**src/sv/fce_pkg.sv**
```systemverilog
// ----------------------------------------------------------------------------
// fce_pkg
// Types and constants shared by the feedback comb echo block.
// ----------------------------------------------------------------------------
package fce_pkg;

    localparam int SAMPLE_W = 16;
    localparam int GAIN_W   = 15;
    localparam int DELAY_W  = 12;
    localparam int ENTRY_W  = 18;
    localparam int CFG_IDX_W = 2;
    localparam int CFG_DAT_W = 15;

    // shared multiplier operand and product widths
    localparam int MUL_A_W = 18;
    localparam int MUL_B_W = 17;
    localparam int MUL_P_W = MUL_A_W + MUL_B_W;

    localparam logic [CFG_IDX_W-1:0] REG_FEEDBACK_GAIN = 2'd0;
    localparam logic [CFG_IDX_W-1:0] REG_WET_MIX       = 2'd1;
    localparam logic [CFG_IDX_W-1:0] REG_DELAY_LEN     = 2'd2;

    localparam logic [GAIN_W-1:0]  GAIN_RESET  = 15'd16384;
    localparam logic [GAIN_W-1:0]  WET_RESET   = 15'd9830;
    localparam logic [DELAY_W-1:0] DELAY_RESET = 12'd2205;
    localparam logic [DELAY_W-1:0] DELAY_MAX   = 12'd4095;

    localparam logic [MUL_B_W-1:0] Q15_ONE = 17'd32768;

    localparam logic signed [ENTRY_W-1:0]  ENTRY_MAX  = 18'sd131071;
    localparam logic signed [ENTRY_W-1:0]  ENTRY_MIN  = -18'sd131072;
    localparam logic signed [SAMPLE_W-1:0] SAMPLE_MAX = 16'sd32767;
    localparam logic signed [SAMPLE_W-1:0] SAMPLE_MIN = -16'sd32768;

    typedef enum logic [2:0] {
        S_IDLE,
        S_MUL_FB,
        S_MUL_DRY,
        S_MUL_WET,
        S_FIN
    } t_state;

    typedef struct packed {
        logic wr_en;
        logic rd_en;
    } t_store_ctrl;

endpackage

```
**src/sv/fce_mul.sv**
```systemverilog
// ----------------------------------------------------------------------------
// fce_mul
// Shared signed multiplier with a registered product.
// ----------------------------------------------------------------------------
module fce_mul (
    input  logic                                  i_clk,
    input  logic signed [fce_pkg::MUL_A_W-1:0]    i_a,
    input  logic signed [fce_pkg::MUL_B_W-1:0]    i_b,
    output logic signed [fce_pkg::MUL_P_W-1:0]    o_p
);

    logic signed [fce_pkg::MUL_P_W-1:0] r_p;

    always_ff @(posedge i_clk) begin
        r_p <= i_a * i_b;
    end

    assign o_p = r_p;

endmodule

```
**config.mk**
```make
export PLATFORM = sky130hd
export DESIGN_NAME = fce_mul
export DESIGN_NICKNAME = d
export VERILOG_FILES = /design/src/sv/fce_pkg.sv /design/src/sv/fce_mul.sv
export SDC_FILE = /design/constraint.sdc
export NUM_CORES = 1
export LEC_CHECK = 0
export ABC_AREA = 1
export BUFFER_PORTS_ARGS = -buffer_cell sky130_fd_sc_hd__buf_2
export CORE_UTILIZATION = 60
export CTS_CLUSTER_DIAMETER = 80
export DETAILED_ROUTE_END_ITERATION = 12
export MAX_ROUTING_LAYER = met4
export PLACE_DENSITY_LB_ADDON = 0.25
export RECOVER_POWER = 50
export SLEW_MARGIN = 20
export SYNTH_ARGS = -nofsm -noshare
export SYNTH_HDL_FRONTEND = slang
export SYNTH_SLANG_ARGS = --single-unit
```
**constraint.sdc**
```tcl
create_clock -name i_clk -period 9.25 [get_ports i_clk]
set_input_delay 1.85 -clock i_clk [delete_from_list [all_inputs] [get_ports i_clk]]
set_output_delay 1.85 -clock i_clk [all_outputs]
set_load 0.01 [all_outputs]
```
==> results.md, run 1 <==
- Die boundary height: 150.0 um
- Number of buffers created by CTS: 5
- Cell area after placement: 13580 um2
- Max Clk Rate: roughly 140 MHz
- First-pass GRT wire length: 51.13 mm
- Number of hold-repair buffers added at the cts stage: 0
- Placeable core region: 21220 um2
- Mean instance size in the synthesized netlist: slightly below 8 um2
- Width of the die: about 150 um
- Sequential element share of the synthesized area: 0.05329
- Number of instances in the synthesized netlist: around 1700
- Proportion of layout cells with a drive suffix above 1: 0.04023
- Slowest Stage Delay on Critical Path: 0.81 ns
- Most prevalent standard cell on the critical path: sky130_fd_sc_hd__fa_1
- Critical path buffers and inverters: 4
- Yosys top cell area share: 0.4735
- Number of fillers in the final layout: 1963
- Violation count after the first detailed-route iteration: roughly 430
- Flip-flop and latch area: roughly 700 um2
- Setup fix buffers added after clock tree synthesis: 0
- Path type of the worst min-delay path: input port to flip-flop
- Distinct cell type count after synthesis: 30
- Standard cell with the maximum stage delay on the critical path: sky130_fd_sc_hd__fa_1
- Number of endpoints with negative hold slack in the final report: 0
- Number of max-cap violations: 0
- Kind of start point of the critical path: input port
- Cells traversed along the worst timing path: buf_2 > nand2_1 > inv_1 > fa_1 > fa_1 > inv_1 > fa_1 > fa_1 > fa_1 > fa_1 > inv_1 > ha_1 > nand2_1 > nor2_1 > nand2_1 > nor3_1 > nand2_1 > nand3_1 > nand2_1
- Share of the clock period used by the worst path: 0.7816
- Cell area after layout: approximately 14000 um2
- Number of DRC violations after detailed routing: 0
- Die footprint: between 20000 and 25000 um2
- Worst min-delay path startpoint: i_a[0]
- #FFs+latches synth: 35
- Number of global-route vias before repair: about 11000
- Critical Path Sink Type: flip-flop
- Final setup violation count: 0
- Total detailed-routing wirelength: ~30 mm
- Classification of the worst setup path: input port to flip-flop
- TritonCTS clock tree: done
- Initial antenna violation count: 0
- Clock transition at the registers of the reported paths: approximately 0.05 ns
- Aggregate negative setup slack: 0 ns
- Multi-input gate area: 10170 um2
- Number of nets in the final layout: ~2100
- Result of the run: completed
- Synth-to-Final Area Change: 4.082%
- Max-slew violation count: 0
- Unrepaired setup endpoints after global routing: no
- Required time at the worst-slack endpoint: ~9.4 ns
- Sinks on Clock Net: 35
- Dominant cell type by area after synthesis: sky130_fd_sc_hd__fa_1
- Top cells by area, synth: sky130_fd_sc_hd__fa_1 47%, sky130_fd_sc_hd__inv_1 15%, sky130_fd_sc_hd__nand2_1 14%, sky130_fd_sc_hd__ha_1 8.3%, sky130_fd_sc_hd__dfxtp_1 5.3%
- Post-synth net total: roughly 2100
- Effective utilization at floorplan: 0.6196
- Number of vias per cell after detailed routing: ~5.1
- Post-route antenna net violation count: 0
- Path length in cells of the critical path: 19
- Count of port buffers added during placement: 70
- Largest register FFs: 35
- Pre-antenna DRT Iters: 5
- Pin slew with the least headroom to its limit: around 0.93 ns
- Highest net fanout along the worst path: 18
- Most common library cell in the layout ignoring fill and taps: sky130_fd_sc_hd__inv_1
- Arrival time of the worst setup path: between 7 and 8 ns
- Warnings from Yosys: 0
- # H-tree levels: 2
- Min Tclk post-route: approximately 7.2 ns
- Cell type group with the largest total delay on the critical path: adder cells
- Total congestion overflow: 0
- Maximum count of clock buffers along a single path: 2
- Worst hold margin: 1.982 ns
- Antenna fix cells: 0
- Highest-count cells in the layout ignoring fill and taps: 535 x sky130_fd_sc_hd__inv_1, 477 x sky130_fd_sc_hd__nand2_1, 311 x sky130_fd_sc_hd__fa_1
- Maximum number of pins on one net before global-route repair: 20
- End point of the most critical hold path: o_p[0]
- Worst hold path cell count: 3
- Slew headroom: 0.3829
- Root Buffer: sky130_fd_sc_hd__clkbuf_16
- Number of gates resized after cts: 0
- Half-perimeter wire length after placement: approximately 26 mm
- Placer congestion estimate: a little under 0.9
- Global-route usage over all layers: 0.3043
- Std cell rows: 53
- I/O pin count: about 70
- Via count of the routed design: ~10000
- WL per Instance: between 15 and 20 um
- Cell area after synthesis: about 13000 um2
worst min-delay path: stages:
cell	delay (ns)
sky130_fd_sc_hd__buf_2	0.22
sky130_fd_sc_hd__nand2_1	0.12
sky130_fd_sc_hd__inv_1	0.04
layout make-up:
| class | instances | area share |
|---|---|---|
| Multi-Input combinational cell | 1065 | 0.7431 |
| Tap cell | 275 | 0.02514 |
| Clock inverter | 1 | 0.0003657 |
| Inverter | 538 | 0.1476 |
| Clock buffer | 6 | 0.01015 |
| Timing Repair Buffer | 70 | 0.02249 |
| Sequential cell | 35 | 0.05120 |
worst max-delay path by stage:
stage | startpoint | endpoint | slack, ns
2_1_floorplan | i_a[17] | o_p[31] | 2.26
4_1_cts | i_b[2] | o_p[32] | 2.08
6_report | i_b[2] | o_p[32] | 2.02
3_3_place_gp | i_b[2] | o_p[32] | 1.82
3_5_place_dp | i_b[2] | o_p[32] | 1.81
5_1_grt | i_b[5] | o_p[32] | 1.76
synth_stat cells, drive strengths merged:
library cell,n
inv,537
o211ai,1
fa,311
nor2,65
clkinv,1
nor3,5
a21oi,27
and2,5
nand3,30
buf,2
a21o,2
dfxtp,35
xor2,16
ha,87
or2,4
nand4,9
o21bai,9
o21ai,3
clkbuf,67
nand2,484
nand3b,3
xnor2,4
through the flow:
step / worst slack (ns) / instances / util
after floorplan: 2.255 / 1707 / -
after global placement: 1.816 / 1983 / 0.6402
after detailed placement: 1.808 / 1983 / 0.6402
after CTS: 2.077 / 1990 / 0.6469
after global routing: 1.759 / 1990 / 0.6449
final: 2.020 / 1990 / 0.6449
layer usage:
layer  track usage  share of wire  vias to the layer above
li1              -              -                     4733
met1        0.3509           0.39                     5005
met2        0.5662           0.55                      249
met3       0.02073          0.034                       63
met4       0.08687          0.025                        0
met5             -              0                        -
kinds of logic after synthesis:
logic type	count (synthesis)	synth area share
AND/OR/NAND/NOR	605	0.1851
adder cells (fa/ha/maj)	398	0.5563
XOR/XNOR	20	0.01332
flip-flops	35	0.05329
buffers and inverters	607	0.1733
AO/OA/AOI/OAI	42	0.01875
Power of run 1 is not shown: default switching activity piles up to over one toggle a cycle in this logic, so the estimate is an artifact.
==> run 2, diff against run 1 <==
Clock period 9.25 ns to 7.1 ns, I/O delays scaled along.
==> run 2 against run 1 <==
Compared with the run above: die area unchanged; sequential cell count did not move; core utilization grew 0.55 points; highest routed layer unchanged; critical path depth rose by 1.
==> results.md, run 2 (same netlist as run 1, synthesis figures left out) <==
- Result of the run: completed (unchanged)
- Arrival time of the worst setup path: 6.72 ns (was 7.41 ns)
- Number of vias per cell after detailed routing: 5.057 (was 5.050)
- Maximum count of clock buffers along a single path: 2 (unchanged)
- WL per Instance: 15.43 um (was 15.09 um)
- I/O pin count: 71 (unchanged)
- Placeable core region: 21220 um2 (unchanged)
- Max-slew violation count: 0 (unchanged)
- Number of max-cap violations: 0 (unchanged)
- Count of port buffers added during placement: 70 (unchanged)
- Clock transition at the registers of the reported paths: 0.06 ns (was 0.05 ns)
- Highest net fanout along the worst path: 18 (unchanged)
- Number of buffers created by CTS: 5 (unchanged)
- Slew headroom: 0.4812 (was 0.3829)
- Path type of the worst min-delay path: input port to flip-flop (unchanged)
- Synth-to-Final Area Change: 4.967% (was 4.082%)
- Pin slew with the least headroom to its limit: 0.7758 ns (was 0.9256 ns)
- Share of the clock period used by the worst path: 0.9217
- Total instance count after detailed placement: 1999 (was 1983)
- Effective utilization at floorplan: 0.6196 (unchanged)
- Sinks on Clock Net: 35 (unchanged)
- Violation count after the first detailed-route iteration: 483 (was 428)
- Pre-antenna DRT Iters: 5 (unchanged)
- Capturing element of the worst setup path: o_p[33] (was o_p[32])
- Flip-flop and latch area: 700.7 um2 (unchanged)
- Global-route usage over all layers: 0.3186 (was 0.3043)
- Number of nets in the final layout: 2165 (was 2149)
- Die footprint: 22510 um2 (unchanged)
- Met2 WL post-DR: 16.15 mm (was 16.46 mm)
- Placer congestion estimate: 0.9281 (was 0.8658)
- Total length of routed met3 wires: 1.693 mm (was 1.012 mm)
- Multi-input gate area: 10170 um2 (unchanged)
- Total congestion overflow: 0 (unchanged)
- Top Metal Used: met4 (unchanged)
- Number of fillers in the final layout: 1871 (was 1963)
- Maximum number of pins on one net before global-route repair: 19 (was 20)
- Post-route antenna net violation count: 0 (unchanged)
- # H-tree levels: 2 (unchanged)
- Critical Path Sink Type: flip-flop (unchanged)
- Highest-count cells in the layout ignoring fill and taps: 535 x sky130_fd_sc_hd__inv_1, 477 x sky130_fd_sc_hd__nand2_1, 311 x sky130_fd_sc_hd__fa_1 (unchanged)
- Kind of start point of the critical path: input port (unchanged)
- Width of the die: 150.0 um (unchanged)
- Max Clk Rate: around 150 MHz
- Die boundary height: 150.0 um (unchanged)
- Unrepaired setup endpoints after global routing: no (unchanged)
- Classification of the worst setup path: input port to flip-flop (unchanged)
- Number of global-route vias before repair: 11230 (was 10860)
- Number of gates resized after cts: 0 (unchanged)
- Half-perimeter wire length after placement: 27.08 mm (was 25.90 mm)
- Std cell rows: 53 (unchanged)
- Final cell count without fillers: 2006 (was 1990)
- Via count of the routed design: 10150 (was 10050)
- WL met1: 11.67 mm (was 11.82 mm)
- Number of hold-repair buffers added at the cts stage: 0 (unchanged)
- TritonCTS clock tree: done (unchanged)
- Root Buffer: sky130_fd_sc_hd__clkbuf_16 (unchanged)
- Final setup violation count: 0 (unchanged)
- Setup fix buffers added after clock tree synthesis: 0 (unchanged)
- First-pass GRT wire length: 53.34 mm (was 51.13 mm)
- Antenna fix cells: 0 (unchanged)
- Most common library cell in the layout ignoring fill and taps: sky130_fd_sc_hd__inv_1 (unchanged)
- Required time at the worst-slack endpoint: 7.28 ns (was 9.43 ns)
- Largest register FFs: 35 (unchanged)
- Total detailed-routing wirelength: 30.96 mm (was 30.04 mm)
- Number of DRC violations after detailed routing: 0 (unchanged)
- Origin of the worst setup path: i_b[2] (unchanged)
- Aggregate negative setup slack: 0 ns (unchanged)
- Min Tclk post-route: ~6.5 ns
- Proportion of layout cells with a drive suffix above 1: 0.04853 (was 0.04023)
- Number of endpoints with negative hold slack in the final report: 0 (unchanged)
- Initial antenna violation count: 0 (unchanged)
[run 2: cell types whose count changed in the layout (fill, tap and decap cells not counted)]
cell | before | now
sky130_fd_sc_hd__clkbuf_1 | 34 | 35
sky130_fd_sc_hd__buf_4 | 0 | 15
[run 2: worst min path at each step]
stage,slack (ns),start,cells past startpoint,endpoint
6_report,1.50,i_a[0],3,o_p[0]
3_5_place_dp,1.79,i_a[0],3,o_p[0]
4_1_cts,1.49,i_a[0],3,o_p[0]
2_1_floorplan,1.72,i_a[0],3,o_p[0]
5_1_grt,1.50,i_a[0],3,o_p[0]
3_3_place_gp,1.78,i_a[0],3,o_p[0]
[run 2: critical path, stage by stage]
cell and delay (ns):
sky130_fd_sc_hd__buf_2 0.32, sky130_fd_sc_hd__nand2_1 0.16, sky130_fd_sc_hd__inv_1 0.14, sky130_fd_sc_hd__fa_1 0.55, sky130_fd_sc_hd__fa_1 0.81, sky130_fd_sc_hd__fa_1 0.52
sky130_fd_sc_hd__fa_1 0.50, sky130_fd_sc_hd__fa_1 0.49, sky130_fd_sc_hd__inv_1 0.05, sky130_fd_sc_hd__fa_1 0.47, sky130_fd_sc_hd__inv_1 0.04, sky130_fd_sc_hd__ha_1 0.37
sky130_fd_sc_hd__a21oi_1 0.21, sky130_fd_sc_hd__o21ai_0 0.16, sky130_fd_sc_hd__nand2_1 0.09, sky130_fd_sc_hd__nand2_1 0.05, sky130_fd_sc_hd__a21oi_1 0.17, sky130_fd_sc_hd__nand2_1 0.08
sky130_fd_sc_hd__nand2_1 0.06, sky130_fd_sc_hd__nand2_1 0.04
[run 2: metrics by stage]
stage / hold slack (ns) / cell area (um2) / worst slack, ns / utilization
3_5_place_dp: 1.788 / 13700 / 0.2556 / 0.6458
5_1_grt: 1.501 / 13800 / 0.2212 / 0.6504
2_1_floorplan: 1.717 / 13150 / 0.5353 / -
3_3_place_gp: 1.784 / 13700 / 0.3461 / 0.6458
6_report: 1.496 / 13800 / 0.5559 / 0.6504
4_1_cts: 1.490 / 13850 / 0.5324 / 0.6526
[run 2: metal layers]
layer	vias up	track usage
met5	-	-
met4	0	0.1313
met3	109	0.03963
met2	317	0.5697
met1	4957	0.3595
li1	4762	-
[run 2: final cells by class]
cell class                      count  area share
Clock buffer                        6     0.01006
Clock inverter                      1   0.0003626
Inverter                          538      0.1463
Multi-Input combinational cell   1065      0.7368
Sequential cell                    35     0.05077
Tap cell                          275     0.02493
Timing Repair Buffer               86     0.03073
Power of run 2 is left out for the same reason.
