File: src/sv/fce_pkg.sv
// ----------------------------------------------------------------------------
// fce_pkg
// Types and constants shared by the feedback comb echo block.
// ----------------------------------------------------------------------------
package fce_pkg;

    localparam int SAMPLE_W = 16;
    localparam int GAIN_W   = 15;
    localparam int DELAY_W  = 12;
    localparam int ENTRY_W  = 18;
    localparam int CFG_IDX_W = 2;
    localparam int CFG_DAT_W = 15;

    // shared multiplier operand and product widths
    localparam int MUL_A_W = 18;
    localparam int MUL_B_W = 17;
    localparam int MUL_P_W = MUL_A_W + MUL_B_W;

    localparam logic [CFG_IDX_W-1:0] REG_FEEDBACK_GAIN = 2'd0;
    localparam logic [CFG_IDX_W-1:0] REG_WET_MIX       = 2'd1;
    localparam logic [CFG_IDX_W-1:0] REG_DELAY_LEN     = 2'd2;

    localparam logic [GAIN_W-1:0]  GAIN_RESET  = 15'd16384;
    localparam logic [GAIN_W-1:0]  WET_RESET   = 15'd9830;
    localparam logic [DELAY_W-1:0] DELAY_RESET = 12'd2205;
    localparam logic [DELAY_W-1:0] DELAY_MAX   = 12'd4095;

    localparam logic [MUL_B_W-1:0] Q15_ONE = 17'd32768;

    localparam logic signed [ENTRY_W-1:0]  ENTRY_MAX  = 18'sd131071;
    localparam logic signed [ENTRY_W-1:0]  ENTRY_MIN  = -18'sd131072;
    localparam logic signed [SAMPLE_W-1:0] SAMPLE_MAX = 16'sd32767;
    localparam logic signed [SAMPLE_W-1:0] SAMPLE_MIN = -16'sd32768;

    typedef enum logic [2:0] {
        S_IDLE,
        S_MUL_FB,
        S_MUL_DRY,
        S_MUL_WET,
        S_FIN
    } t_state;

    typedef struct packed {
        logic wr_en;
        logic rd_en;
    } t_store_ctrl;

endpackage

File: src/sv/fce_mod.sv
// ----------------------------------------------------------------------------
// fce_mod
// Reduces delay_len modulo the store depth, one compare-subtract per cycle.
// ----------------------------------------------------------------------------
module fce_mod #(
    parameter int STORE_DEPTH = 4096
) (
    input  logic                                 i_clk,
    input  logic                                 i_rst_n,
    input  logic                                 i_load,
    input  logic [fce_pkg::DELAY_W-1:0]          i_load_val,
    output logic                                 o_busy,
    output logic [$clog2(STORE_DEPTH)-1:0]       o_back
);

    localparam int AW = $clog2(STORE_DEPTH);
    localparam int VW = (AW > fce_pkg::DELAY_W) ? AW : fce_pkg::DELAY_W;

    function automatic int steps_for(int d);
        int k;
        k = 0;
        for (int j = 0; j < fce_pkg::DELAY_W; j++) begin
            if ((d << k) <= int'(fce_pkg::DELAY_MAX)) begin
                k = k + 1;
            end
        end
        return k;
    endfunction

    localparam int K  = steps_for(STORE_DEPTH);
    localparam int KW = (K > 0) ? $clog2(K + 1) : 1;
    localparam logic [fce_pkg::DELAY_W-1:0] SUB0 =
        (K > 0) ? fce_pkg::DELAY_W'(STORE_DEPTH << (K - 1)) : '0;

    logic [fce_pkg::DELAY_W-1:0] r_val;
    logic [fce_pkg::DELAY_W-1:0] r_sub;
    logic [KW-1:0]               r_cnt;

    always_ff @(posedge i_clk) begin
        if (!i_rst_n) begin
            r_val <= fce_pkg::DELAY_RESET;
            r_sub <= SUB0;
            r_cnt <= KW'(K);
        end else if (i_load) begin
            r_val <= i_load_val;
            r_sub <= SUB0;
            r_cnt <= KW'(K);
        end else if (r_cnt != '0) begin
            if (r_val >= r_sub) begin
                r_val <= r_val - r_sub;
            end
            r_sub <= r_sub >> 1;
            r_cnt <= r_cnt - KW'(1);
        end
    end

    logic [VW-1:0] val_ext;
    assign val_ext = VW'(r_val);
    assign o_back  = val_ext[AW-1:0];
    assign o_busy  = (r_cnt != '0);

endmodule
File: config.mk
export PLATFORM = sky130hd
export DESIGN_NAME = fce_mod
export DESIGN_NICKNAME = d
export VERILOG_FILES = /design/src/sv/fce_pkg.sv /design/src/sv/fce_mod.sv
export SDC_FILE = /design/constraint.sdc
export NUM_CORES = 1
export LEC_CHECK = 0
export BUFFER_PORTS_ARGS = -buffer_cell sky130_fd_sc_hd__buf_2
export CORE_AREA = 2 2 39 41
export DETAILED_ROUTE_END_ITERATION = 8
export DIE_AREA = 0 0 41 43
export PLACE_DENSITY = 0.66
export SLEW_MARGIN = 10
export SYNTH_ARGS = -nofsm -noshare
export SYNTH_HDL_FRONTEND = slang
export SYNTH_SLANG_ARGS = --single-unit
File: constraint.sdc
create_clock -name i_clk -period 1.7 [get_ports i_clk]
set_input_delay 0.17 -clock i_clk [delete_from_list [all_inputs] [get_ports i_clk]]
set_output_delay 0.17 -clock i_clk [all_outputs]
set_load 0.1 [all_outputs]
==> results of run 1 <==
layout by cell type (no fill, tap or decap), drive strengths merged:
master  synthesis  final
nand2           6      6
nor2b           6      6
mux2i          12     12
clkbuf          1      4
buf             1     27
conb            1      1
dfxtp          13     13
stage by stage:
step | setup WS, ns | hold WS (ns)
after global routing | 0.442 | 0.0966
final | 0.487 | 0.114
after CTS | 0.472 | 0.101
after floorplan | 0.439 | 0.298
after global placement | 0.795 | 0.387
after detailed placement | 0.771 | 0.391
cell type report:
| type | instances | share of cell area [%] |
|---|---|---|
| Sequential cell | 13 | 41.6 |
| Multi-Input combinational cell | 25 | 29.4 |
| Timing Repair Buffer | 27 | 21.6 |
| Tap cell | 16 | 3.20 |
| Clock buffer | 4 | 4.20 |
per-layer routing:
metal / GRT usage, % / vias to the layer above / share of wire, %
li1: - / 188 / -
met1: 13.4 / 155 / 42
met2: 18.1 / 16 / 47
met3: 7.85 / 0 / 11
met4: 2.00 / 0 / 0
met5: 0 / - / 0
state kept, by name, indices dropped and copies added (netlist names):
name	cells
o_busy	1
o_back	12
worst max path at each step:
| stage | endpoint | slack, ns | cells after the start |
|---|---|---|---|
| final | o_back[4] | 0.49 | 1 |
| after global routing | o_back[4] | 0.44 | 1 |
| after CTS | o_back[4] | 0.47 | 1 |
| after detailed placement | o_back[4] | 0.77 | 3 |
| after global placement | o_back[3] | 0.79 | 1 |
| after floorplan | o_back[10] | 0.44 | 2 |
power by group through the flow:
stage / combinational (mW) / sequential (mW) / clock, mW
after detailed placement: 0.203 / 0.337 / 0
after global placement: 0.202 / 0.337 / 0
after global routing: 0.211 / 0.333 / 0.208
final: 0.202 / 0.331 / 0.180
after floorplan: 0.0350 / 0.469 / 0
after CTS: 0.204 / 0.331 / 0.193
worst min-delay path, cell delays in order:
cell	delay (ns)
buf_2	0.07
mux2i_1	0.05
nand2_1	0.06
cells by family (layout without fill, tap and decap cells):
kind of cell	Yosys count	count (layout)
buffers and inverters	2	31
DFF	13	13
muxes	12	12
other	1	1
and+or+nand+nor	12	12
==> results by group, run 1 <==
STA
  – Setup TNS: 0 ns
  – Final Cycle Share: between 70% and 80%
  – F_max: 0.824 GHz
  – Slew Viols, Final: 0
  – Post-layout minimum cycle time: 1.21 ns
  – RSZ-0062 raised after global routing: no
  – Setup violators final: 0
  – Worst clock skew: 0 ns
  – Final hold violations: 0

Power and ir drop
  – P_leak: 0.324 nW
  – PwrDens: around 1100 mW/mm^2
  – Switching share of power: a little over a third
  – Clock Power Share: 25.3%
  – Total Power: 0.713 mW
  – Reported net switching power: 0.258 mW
  – Comb power frac: between 20% and 30%
  – Sequential share of power: a little under half
  – P_int: 0.455 mW
  – VDD IR-drop max: 831 uV

Worst setup path
  – CP max stage cell: buf_2
  – Critical path's top delay family: buffers and inverters
  – Flop2flop setup slack: around 1.1 ns
  – Crit path launch: o_back[4]
  – Reg2reg start: o_back[4]
  – WS Path Type: reg -> out
  – Largest stage delay, worst path: 0.43 ns
  – Crit Path Max Fanout: 2
  – CP Launch Type: flop
  – Worst path bufs/invs: 1
  – Setup crit end kind: output port
  – RR Endpoint: o_back[4]
  – CP Cell Sequence: buf_2
  – Req. time, crit path: approximately 1.5 ns
  – Critical Path AT: 1.04 ns
  – FF-to-FF path depth: 2

Synthesis
  – Netlist Area Pre-Place: 459 sq um
  – Syn nets: 55
  – Sequential area share after synthesis: between 50 and 60%
  – Top post-synthesis cells by area: dfxtp_1, mux2i_1, nor2b_1
  – Synth Area in Compound Gates: 0%
  – Largest family of logic cells by synthesized area: multiplexers
  – Top cells by count, synth: dfxtp_1, mux2i_1, nand2_1, nor2b_1
  – Post-synth ARST share: 0%
  – Mux contribution to synthesized area: 26.2%
  – Cell taking the most area after synthesis: dfxtp_1
  – Synth Area in Adders: 0%
  – Unique masters post-synth: 7
  – Post-synth EDFFs: 0
  – XOR/XNOR share of the synthesized area: 0%
  – Syn Area/Cell: about 11 sq um
  – Ys Warns: 0
  – Most frequent cell after synthesis: dfxtp_1
  – Simple-gate portion of the synthesized area: between 10% and 20%
  – Flops & latches, synth: 13
  – Post-synthesis instance total: 40
  – Share of the synthesized area in the top cell type: 56.7%
  – Ys flop type: dfxtp_1

Cells and area
  – Final #Nets: 85
  – Core Util, Final: 45.2%
  – Register Area: 260 sq um
  – Final instance area: between 600 and 700 sq um
  – Multi-input logic area: approximately 180 sq um
  – Area grow syn2layout: 36.2%
  – Final non-filler cell total: 85
  – Number of diodes: 0
  – Fillers: 144
  – Share of cells above drive strength 1: 43.5%

Placed design
  – Placed cell areas: roughly 600 sq um
  – Buffers on Ports: 27
  – RePlAce Congestion: 0.602
  – Placed cells: 81

Global routing
  – First-pass GRT wire length: between 1 and 1.5 mm
  – GRT Residual Overflow: 0
  – Pin count of the biggest net entering global routing: 13
  – Total track usage: a little under an eighth
  – Vias in the first global route: 331
  – Initial antenna violation count: 0

Run status
  – Status: finished clean

Clock tree
  – CTS tree: yes
  – Setup Fix Bufs, Post-CTS: 0
  – # clock sinks: 13
  – Worst-path clk slew: roughly 0.07 ns
  – Post-cts sizing count: 0
  – H-tree lvl count: 1
  – CTS buffer count: 3
  – Root Buffer: clkbuf_4
  – CTS max path bufs: 2
  – Hold buffers post-CTS: 0
  – Worst-Skew Late Latency: 0.26 ns

Floorplanning
  – Die Y: roughly 43 um
  – Core box area: roughly 0.0014 sq mm
  – Die X: 41 um
  – Initial cell density of the core: about a third
  – Die area: 0.00176 sq mm
  – I/O pin cnt: 28
  – # rows: 14

Drt
  – Vias per cell: approximately 4.2
  – Wire per inst: 9.89 um
  – # DRC: 0
  – Total wire length: approximately 840 um
  – DR iter-0 viols: 2
  – Via total after detailed routing: 359
  – Drt pass-1 iters: 2
  – Final ANT Viol Nets: 0

Worst hold path
  – Hold endpoint: o_back[3]
  – Hold Crit Class: in -> reg
  – Worst hold start: i_load_val[3]
  – Worst Hold Path Cells: 3

Run
  – Max cap viols: 0
Power figures use the tool's default switching activity.
==> run 2, diff against run 1 <==
--- a/config.mk
+++ b/config.mk
@@ -6,10 +6,10 @@
 export NUM_CORES = 1
 export LEC_CHECK = 0
 export BUFFER_PORTS_ARGS = -buffer_cell sky130_fd_sc_hd__buf_2
-export CORE_AREA = 2 2 39 41
+export CORE_MARGIN = 1.5
+export CORE_UTILIZATION = 35
 export DETAILED_ROUTE_END_ITERATION = 8
-export DIE_AREA = 0 0 41 43
-export PLACE_DENSITY = 0.66
+export PLACE_DENSITY = 0.7
 export SLEW_MARGIN = 10
 export SYNTH_ARGS = -nofsm -noshare
 export SYNTH_HDL_FRONTEND = slang
==> constraint.sdc (replaced) <==
create_clock -name i_clk -period 1.1 [get_ports i_clk]
set_input_delay 0.11 -clock i_clk [delete_from_list [all_inputs] [get_ports i_clk]]
set_output_delay 0.11 -clock i_clk [all_outputs]
set_load 0.1 [all_outputs]
==> results by group, run 2 (synthesis results as in run 1) <==
Drt
  – # DRC: 0 (unchanged)
  – Via total after detailed routing: 358 (was 359)
  – Final ANT Viol Nets: 0 (unchanged)
  – Total wire length: 863 um (was 841 um)
  – DR iter-0 viols: 6 (was 2)
  – Vias per cell: 4.31 (was 4.22)
  – Wire per inst: 10.4 um (was 9.89 um)
  – Drt pass-1 iters: 4 (was 2)

Cells and area
  – Commonest non-fill, non-tap cell in the layout: buf_2 (unchanged)
  – Final #Nets: 85 (unchanged)
  – Max FFs per register: 12 (unchanged)
  – Share of cells above drive strength 1: 60.9% (was 43.5%)
  – Most frequent cells in the layout: buf_2, buf_12, mux2i_1, dfxtp_2 (was buf_2, dfxtp_1, mux2i_1, nand2_1, nor2b_1)
  – Number of diodes: 0 (unchanged)
  – Fillers: 75 (was 144)
  – Core Util, Final: 71.2% (was 45.2%)
  – Area grow syn2layout: 81.5% (was 36.2%)
  – Final non-filler cell total: 83 (was 85)

Worst setup path
  – Crit path launch: o_busy (was o_back[4])
  – Crit Path Max Fanout: 1 (was 2)
  – Worst path bufs/invs: 1 (unchanged)
  – Reg2reg start: o_back[11] (was o_back[4])
  – Setup crit end kind: output port (unchanged)
  – Largest stage delay, worst path: 0.36 ns (was 0.43 ns)
  – CP Launch Type: flop (unchanged)
  – CP max stage cell: dfxtp_1 (was buf_2)
  – CP Depth: 1 (unchanged)
  – WS Path Type: reg -> out (unchanged)
  – Critical path's top delay family: flip-flops (was buffers and inverters)
  – Critical Path AT: 0.81 ns (was 1.04 ns)
  – CP Cell Sequence: buf_12 (was buf_2)
  – FF-to-FF path depth: 2 (unchanged)
  – Req. time, crit path: 0.99 ns (was 1.53 ns)

STA
  – Post-layout minimum cycle time: between 0.9 and 1 ns
  – Final Cycle Share: a little over four fifths
  – F_max: 1.09 GHz
  – Final hold violations: 0 (unchanged)
  – Setup violators final: 0 (unchanged)
  – Final setup margin: 0.181 ns (was 0.487 ns)
  – Slew Viols, Final: 0 (unchanged)
  – Hold slack: 0.0594 ns (was 0.114 ns)
  – Setup TNS: 0 ns (unchanged)
  – Worst clock skew: 0 ns (unchanged)
  – RSZ-0062 raised after global routing: no (unchanged)

Floorplanning
  – Initial cell density of the core: 39.2% (was 33.2%)
  – Die area: 0.00154 sq mm (was 0.00176 sq mm)
  – Core box area: 0.00117 sq mm (was 0.00138 sq mm)
  – I/O pin cnt: 28 (unchanged)
  – Die X: 39.2 um (was 41 um)
  – # rows: 12 (was 14)
  – Die Y: 39.2 um (was 43 um)

Worst hold path
  – Worst Hold Path Cells: 3 (unchanged)
  – Worst hold start: i_load_val[0] (was i_load_val[3])
  – Hold Crit Class: in -> reg (unchanged)

Global routing
  – First-pass GRT wire length: 1.35 mm (was 1.37 mm)
  – Initial antenna violation count: 0 (unchanged)
  – Pin count of the biggest net entering global routing: 13 (unchanged)
  – Total track usage: 13.7% (was 11.8%)
  – Vias in the first global route: 347 (was 331)
  – GRT Residual Overflow: 0 (unchanged)

Clock tree
  – CTS tree: yes (unchanged)
  – Worst-Skew Late Latency: 0.26 ns (about the same)
  – Worst-path clk slew: 0.07 ns (about the same)
  – Root Buffer: clkbuf_4 (unchanged)
  – CTS max path bufs: 2 (unchanged)
  – Post-cts sizing count: 0 (unchanged)
  – # clock sinks: 13 (unchanged)
  – CTS buffer count: 3 (unchanged)
  – H-tree lvl count: 1 (unchanged)
  – Setup Fix Bufs, Post-CTS: 0 (unchanged)
  – Hold buffers post-CTS: 0 (unchanged)

Power and ir drop
  – Reported net switching power: 0.412 mW (was 0.258 mW)
  – Sequential share of power: 44.2% (was 46.4%)
  – P_int: 0.795 mW (was 0.455 mW)
  – Switching share of power: 34.1% (was 36.2%)
  – Clock Power Share: 22.7% (was 25.3%)
  – PwrDens: 1450 mW/mm^2 (was 1140 mW/mm^2)
  – Comb power frac: 33.1% (was 28.3%)
  – P_leak: 0.395 nW (was 0.324 nW)
  – VDD IR-drop max: 854 uV (was 831 uV)

Run status
  – Status: finished clean (unchanged)

Placed design
  – RePlAce Congestion: 0.594 (was 0.602)
  – Placed cells: 79 (was 81)
  – Buffers on Ports: 27 (unchanged)
  – Dpl ws: 0.241 ns (was 0.771 ns)

Run
  – Max cap viols: 0 (unchanged)
-- run 2: changes by cell type in the layout (fill, tap and decap cells not counted) --
cell,change
dfxtp_1,-12
buf_12,+13
dfxtp_2,+12
buf_2,-13
-- run 2: metal layers --
metal / track usage (%) / up-vias / routed length (um)
li1: - / 185 / -
met1: 15.5 / 153 / 387
met2: 22.5 / 20 / 391
met3: 4.05 / 0 / 84
met4: 7.76 / 0 / 0
met5: 0 / - / 0
-- run 2: final cells by class --
cell class / instances / area (sq um) / share of cell area, %
timing repair buffer: 27 / 330 / 39.6
sequential: 13 / 275 / 33.0
multi-input combinational: 25 / 184 / 22.1
clock buffer: 4 / 26.3 / 3.15
tap: 14 / 17.5 / 2.10
-- run 2: path summary, 6_finish.rpt --
check	slack (ns)	to
worst max-delay path	0.18	o_busy
worst max register to register	0.45	o_back[11]
worst min-delay path	0.06	o_back[0]
worst min register to register	0.50	o_back[4]
-- run 2: per-stage QoR --
| step | total power, mW | area, sq um |
|---|---|---|
| after floorplan | 0.786 | 474 |
| after global placement | 0.941 | 807 |
| after detailed placement | 0.946 | 807 |
| after CTS | 1.22 | 833 |
| after global routing | 1.26 | 833 |
| final | 1.21 | 833 |
-- run 2: power by group through the flow --
stage               clock network [mW]  logic (mW)  registers [mW]
floorplan                            0      0.0539           0.732
global placement                     0       0.398           0.543
detailed placement                   0       0.401           0.544
CTS                              0.289       0.402           0.534
global route                     0.314       0.413           0.537
finish                           0.274       0.399           0.533
==> run 3, diff against run 2 <==
==> constraint.sdc (replaced) <==
create_clock -name i_clk -period 0.8 [get_ports i_clk]
set_input_delay 0.08 -clock i_clk [delete_from_list [all_inputs] [get_ports i_clk]]
set_output_delay 0.08 -clock i_clk [all_outputs]
set_load 0.1 [all_outputs]
==> results by group, run 3 (synthesis results as in run 1) <==
Run status
  – Status: finished with violations (was finished clean)
  – Violated checks: negative setup slack

Clock tree
  – # clock sinks: 13 (unchanged)
  – CTS max path bufs: 2 (unchanged)
  – Hold buffers post-CTS: 0 (unchanged)
  – CTS tree: yes (unchanged)
  – H-tree lvl count: 1 (unchanged)
  – CTS buffer count: 3 (unchanged)
  – Root Buffer: clkbuf_4 (unchanged)
  – Post-cts sizing count: 0 (unchanged)
  – Worst-path clk slew: 0.07 ns (about the same)
  – Worst-Skew Late Latency: 0.26 ns (about the same)

Placed design
  – Buffers on Ports: 27 (unchanged)
  – Placed cell areas: 856 sq um (was 807 sq um)
  – RePlAce Congestion: 0.622 (was 0.594)

Worst setup path
  – Critical Path AT: 0.79 ns (was 0.81 ns)
  – CP Launch Type: flop (unchanged)
  – Worst path bufs/invs: 1 (unchanged)
  – CP Cell Sequence: buf_12 (unchanged)
  – Largest stage delay, worst path: 0.35 ns (was 0.36 ns)
  – Critical path's top delay family: flip-flops (unchanged)
  – Setup crit end kind: output port (unchanged)
  – Req. time, crit path: 0.72 ns (was 0.99 ns)
  – Crit Path Max Fanout: 2 (was 1)
  – CP max stage cell: dfxtp_2 (was dfxtp_1)
  – WS Path Type: reg -> out (unchanged)

Run
  – Max cap viols: 0 (unchanged)

Floorplanning
  – Die Y: 39.2 um (unchanged)
  – I/O pin cnt: 28 (unchanged)
  – Initial cell density of the core: 39.2% (unchanged)
  – Die X: 39.2 um (unchanged)
  – Core box area: 0.00117 sq mm (unchanged)
  – Die area: 0.00154 sq mm (unchanged)
  – # rows: 12 (unchanged)

Drt
  – Total wire length: 905 um (was 863 um)
  – Via total after detailed routing: 371 (was 358)
  – DR iter-0 viols: 5 (was 6)
  – # DRC: 0 (unchanged)
  – Drt pass-1 iters: 4 (unchanged)
  – Vias per cell: 4.42 (was 4.31)
  – Final ANT Viol Nets: 0 (unchanged)
  – Wire per inst: 10.8 um (was 10.4 um)

Power and ir drop
  – VDD IR-drop max: 1420 uV (was 854 uV)
  – Comb power frac: 34.0% (was 33.1%)
  – P_int: 1.08 mW (was 0.795 mW)
  – Sequential share of power: 43.1% (was 44.2%)
  – P_leak: 0.408 nW (was 0.395 nW)
  – Clock Power Share: 22.8% (was 22.7%)
  – Reported net switching power: 0.568 mW (was 0.412 mW)
  – PwrDens: 1870 mW/mm^2 (was 1450 mW/mm^2)
  – Switching share of power: 34.4% (was 34.1%)

Global routing
  – GRT Residual Overflow: 0 (unchanged)
  – Total track usage: 16.0% (was 13.7%)
  – Pin count of the biggest net entering global routing: 13 (unchanged)
  – Initial antenna violation count: 0 (unchanged)
  – Vias in the first global route: 353 (was 347)
  – First-pass GRT wire length: 1.57 mm (was 1.35 mm)

Cells and area
  – Max FFs per register: 12 (unchanged)
  – Final #Nets: 86 (was 85)
  – Area grow syn2layout: 92.1% (was 81.5%)
  – Most frequent cells in the layout: buf_2, buf_12, mux2i_1, dfxtp_4 (was buf_2, buf_12, mux2i_1, dfxtp_2)
  – Final instance area: 882 sq um (was 833 sq um)
  – Number of diodes: 0 (unchanged)
  – Share of cells above drive strength 1: 62.9% (was 60.9%)

STA
  – Post-layout minimum cycle time: 0.874 ns
  – Final hold violations: 0 (unchanged)
  – F_max: 1.14 GHz
  – Slew Viols, Final: 0 (unchanged)
  – Worst clock skew: 0 ns (unchanged)
  – Final Cycle Share: 109%
  – RSZ-0062 raised after global routing: yes (was no)
  – Setup violators final: 13 (was 0)
  – Setup TNS: -0.887 ns (was 0 ns)
  – Final setup margin: -0.0743 ns (was 0.181 ns)

Worst hold path
  – Hold Crit Class: in -> reg (unchanged)
==> run 3: changes by cell type in the layout (fill, tap and decap cells not counted) <==
cell,before,now
dfxtp_1,1,0
dfxtp_4,0,11
dfxtp_2,12,2
buf_12,13,14
==> run 3: timing repair <==
action / CTS / global route
endpoints found under the setup margin: 13 / 13
setup buffers: 0 / 0
cloned: 0 / 0
==> run 3: path summary, 6_finish.rpt <==
check                      from    endpoint  slack [ns]  depth (start not counted)
setup / recovery     o_back[10]  o_back[10]       -0.07                          1
hold / removal    i_load_val[3]   o_back[3]        0.02                          3
setup reg to reg      o_back[8]   o_back[8]        0.14                          2
hold reg to reg      o_back[11]  o_back[11]        0.50                          2
==> run 3: area by class of cell <==
| type | instances | area (sq um) |
|---|---|---|
| Multi-Input combinational cell | 25 | 184 |
| Clock buffer | 4 | 26.3 |
| Timing Repair Buffer | 28 | 350 |
| Sequential cell | 13 | 304 |
| Fill cell | 77 | 289 |
| Tap cell | 14 | 17.5 |
==> run 3: power by group through the flow <==
stage	logic, mW	clock network (mW)	registers, mW
final	0.562	0.377	0.712
after global routing	0.583	0.440	0.718
after CTS	0.566	0.402	0.713
after detailed placement	0.566	0	0.728
after global placement	0.560	0	0.728
after floorplan	0.0738	0	0.988
==> run 3: per-stage QoR <==
step / utilization, % / power [mW] / worst slack (ns) / cells / hold slack (ns)
floorplan: - / 1.06 / -0.143 / 40 / 0.207
global placement: 73.1 / 1.29 / 0.105 / 80 / 0.294
detailed placement: 73.1 / 1.29 / 0.0623 / 80 / 0.302
CTS: 75.3 / 1.68 / -0.0876 / 84 / 0.0171
global route: 75.3 / 1.74 / -0.111 / 84 / 0.0265
finish: 75.3 / 1.65 / -0.0743 / 84 / 0.0247
==> run 3: metal layers <==
layer  GRT usage (%)  routed length [um]
met1            19.4                 399
met2            23.8                 437
met3            5.20                  58
met4            10.3                  10
met5               0                   0
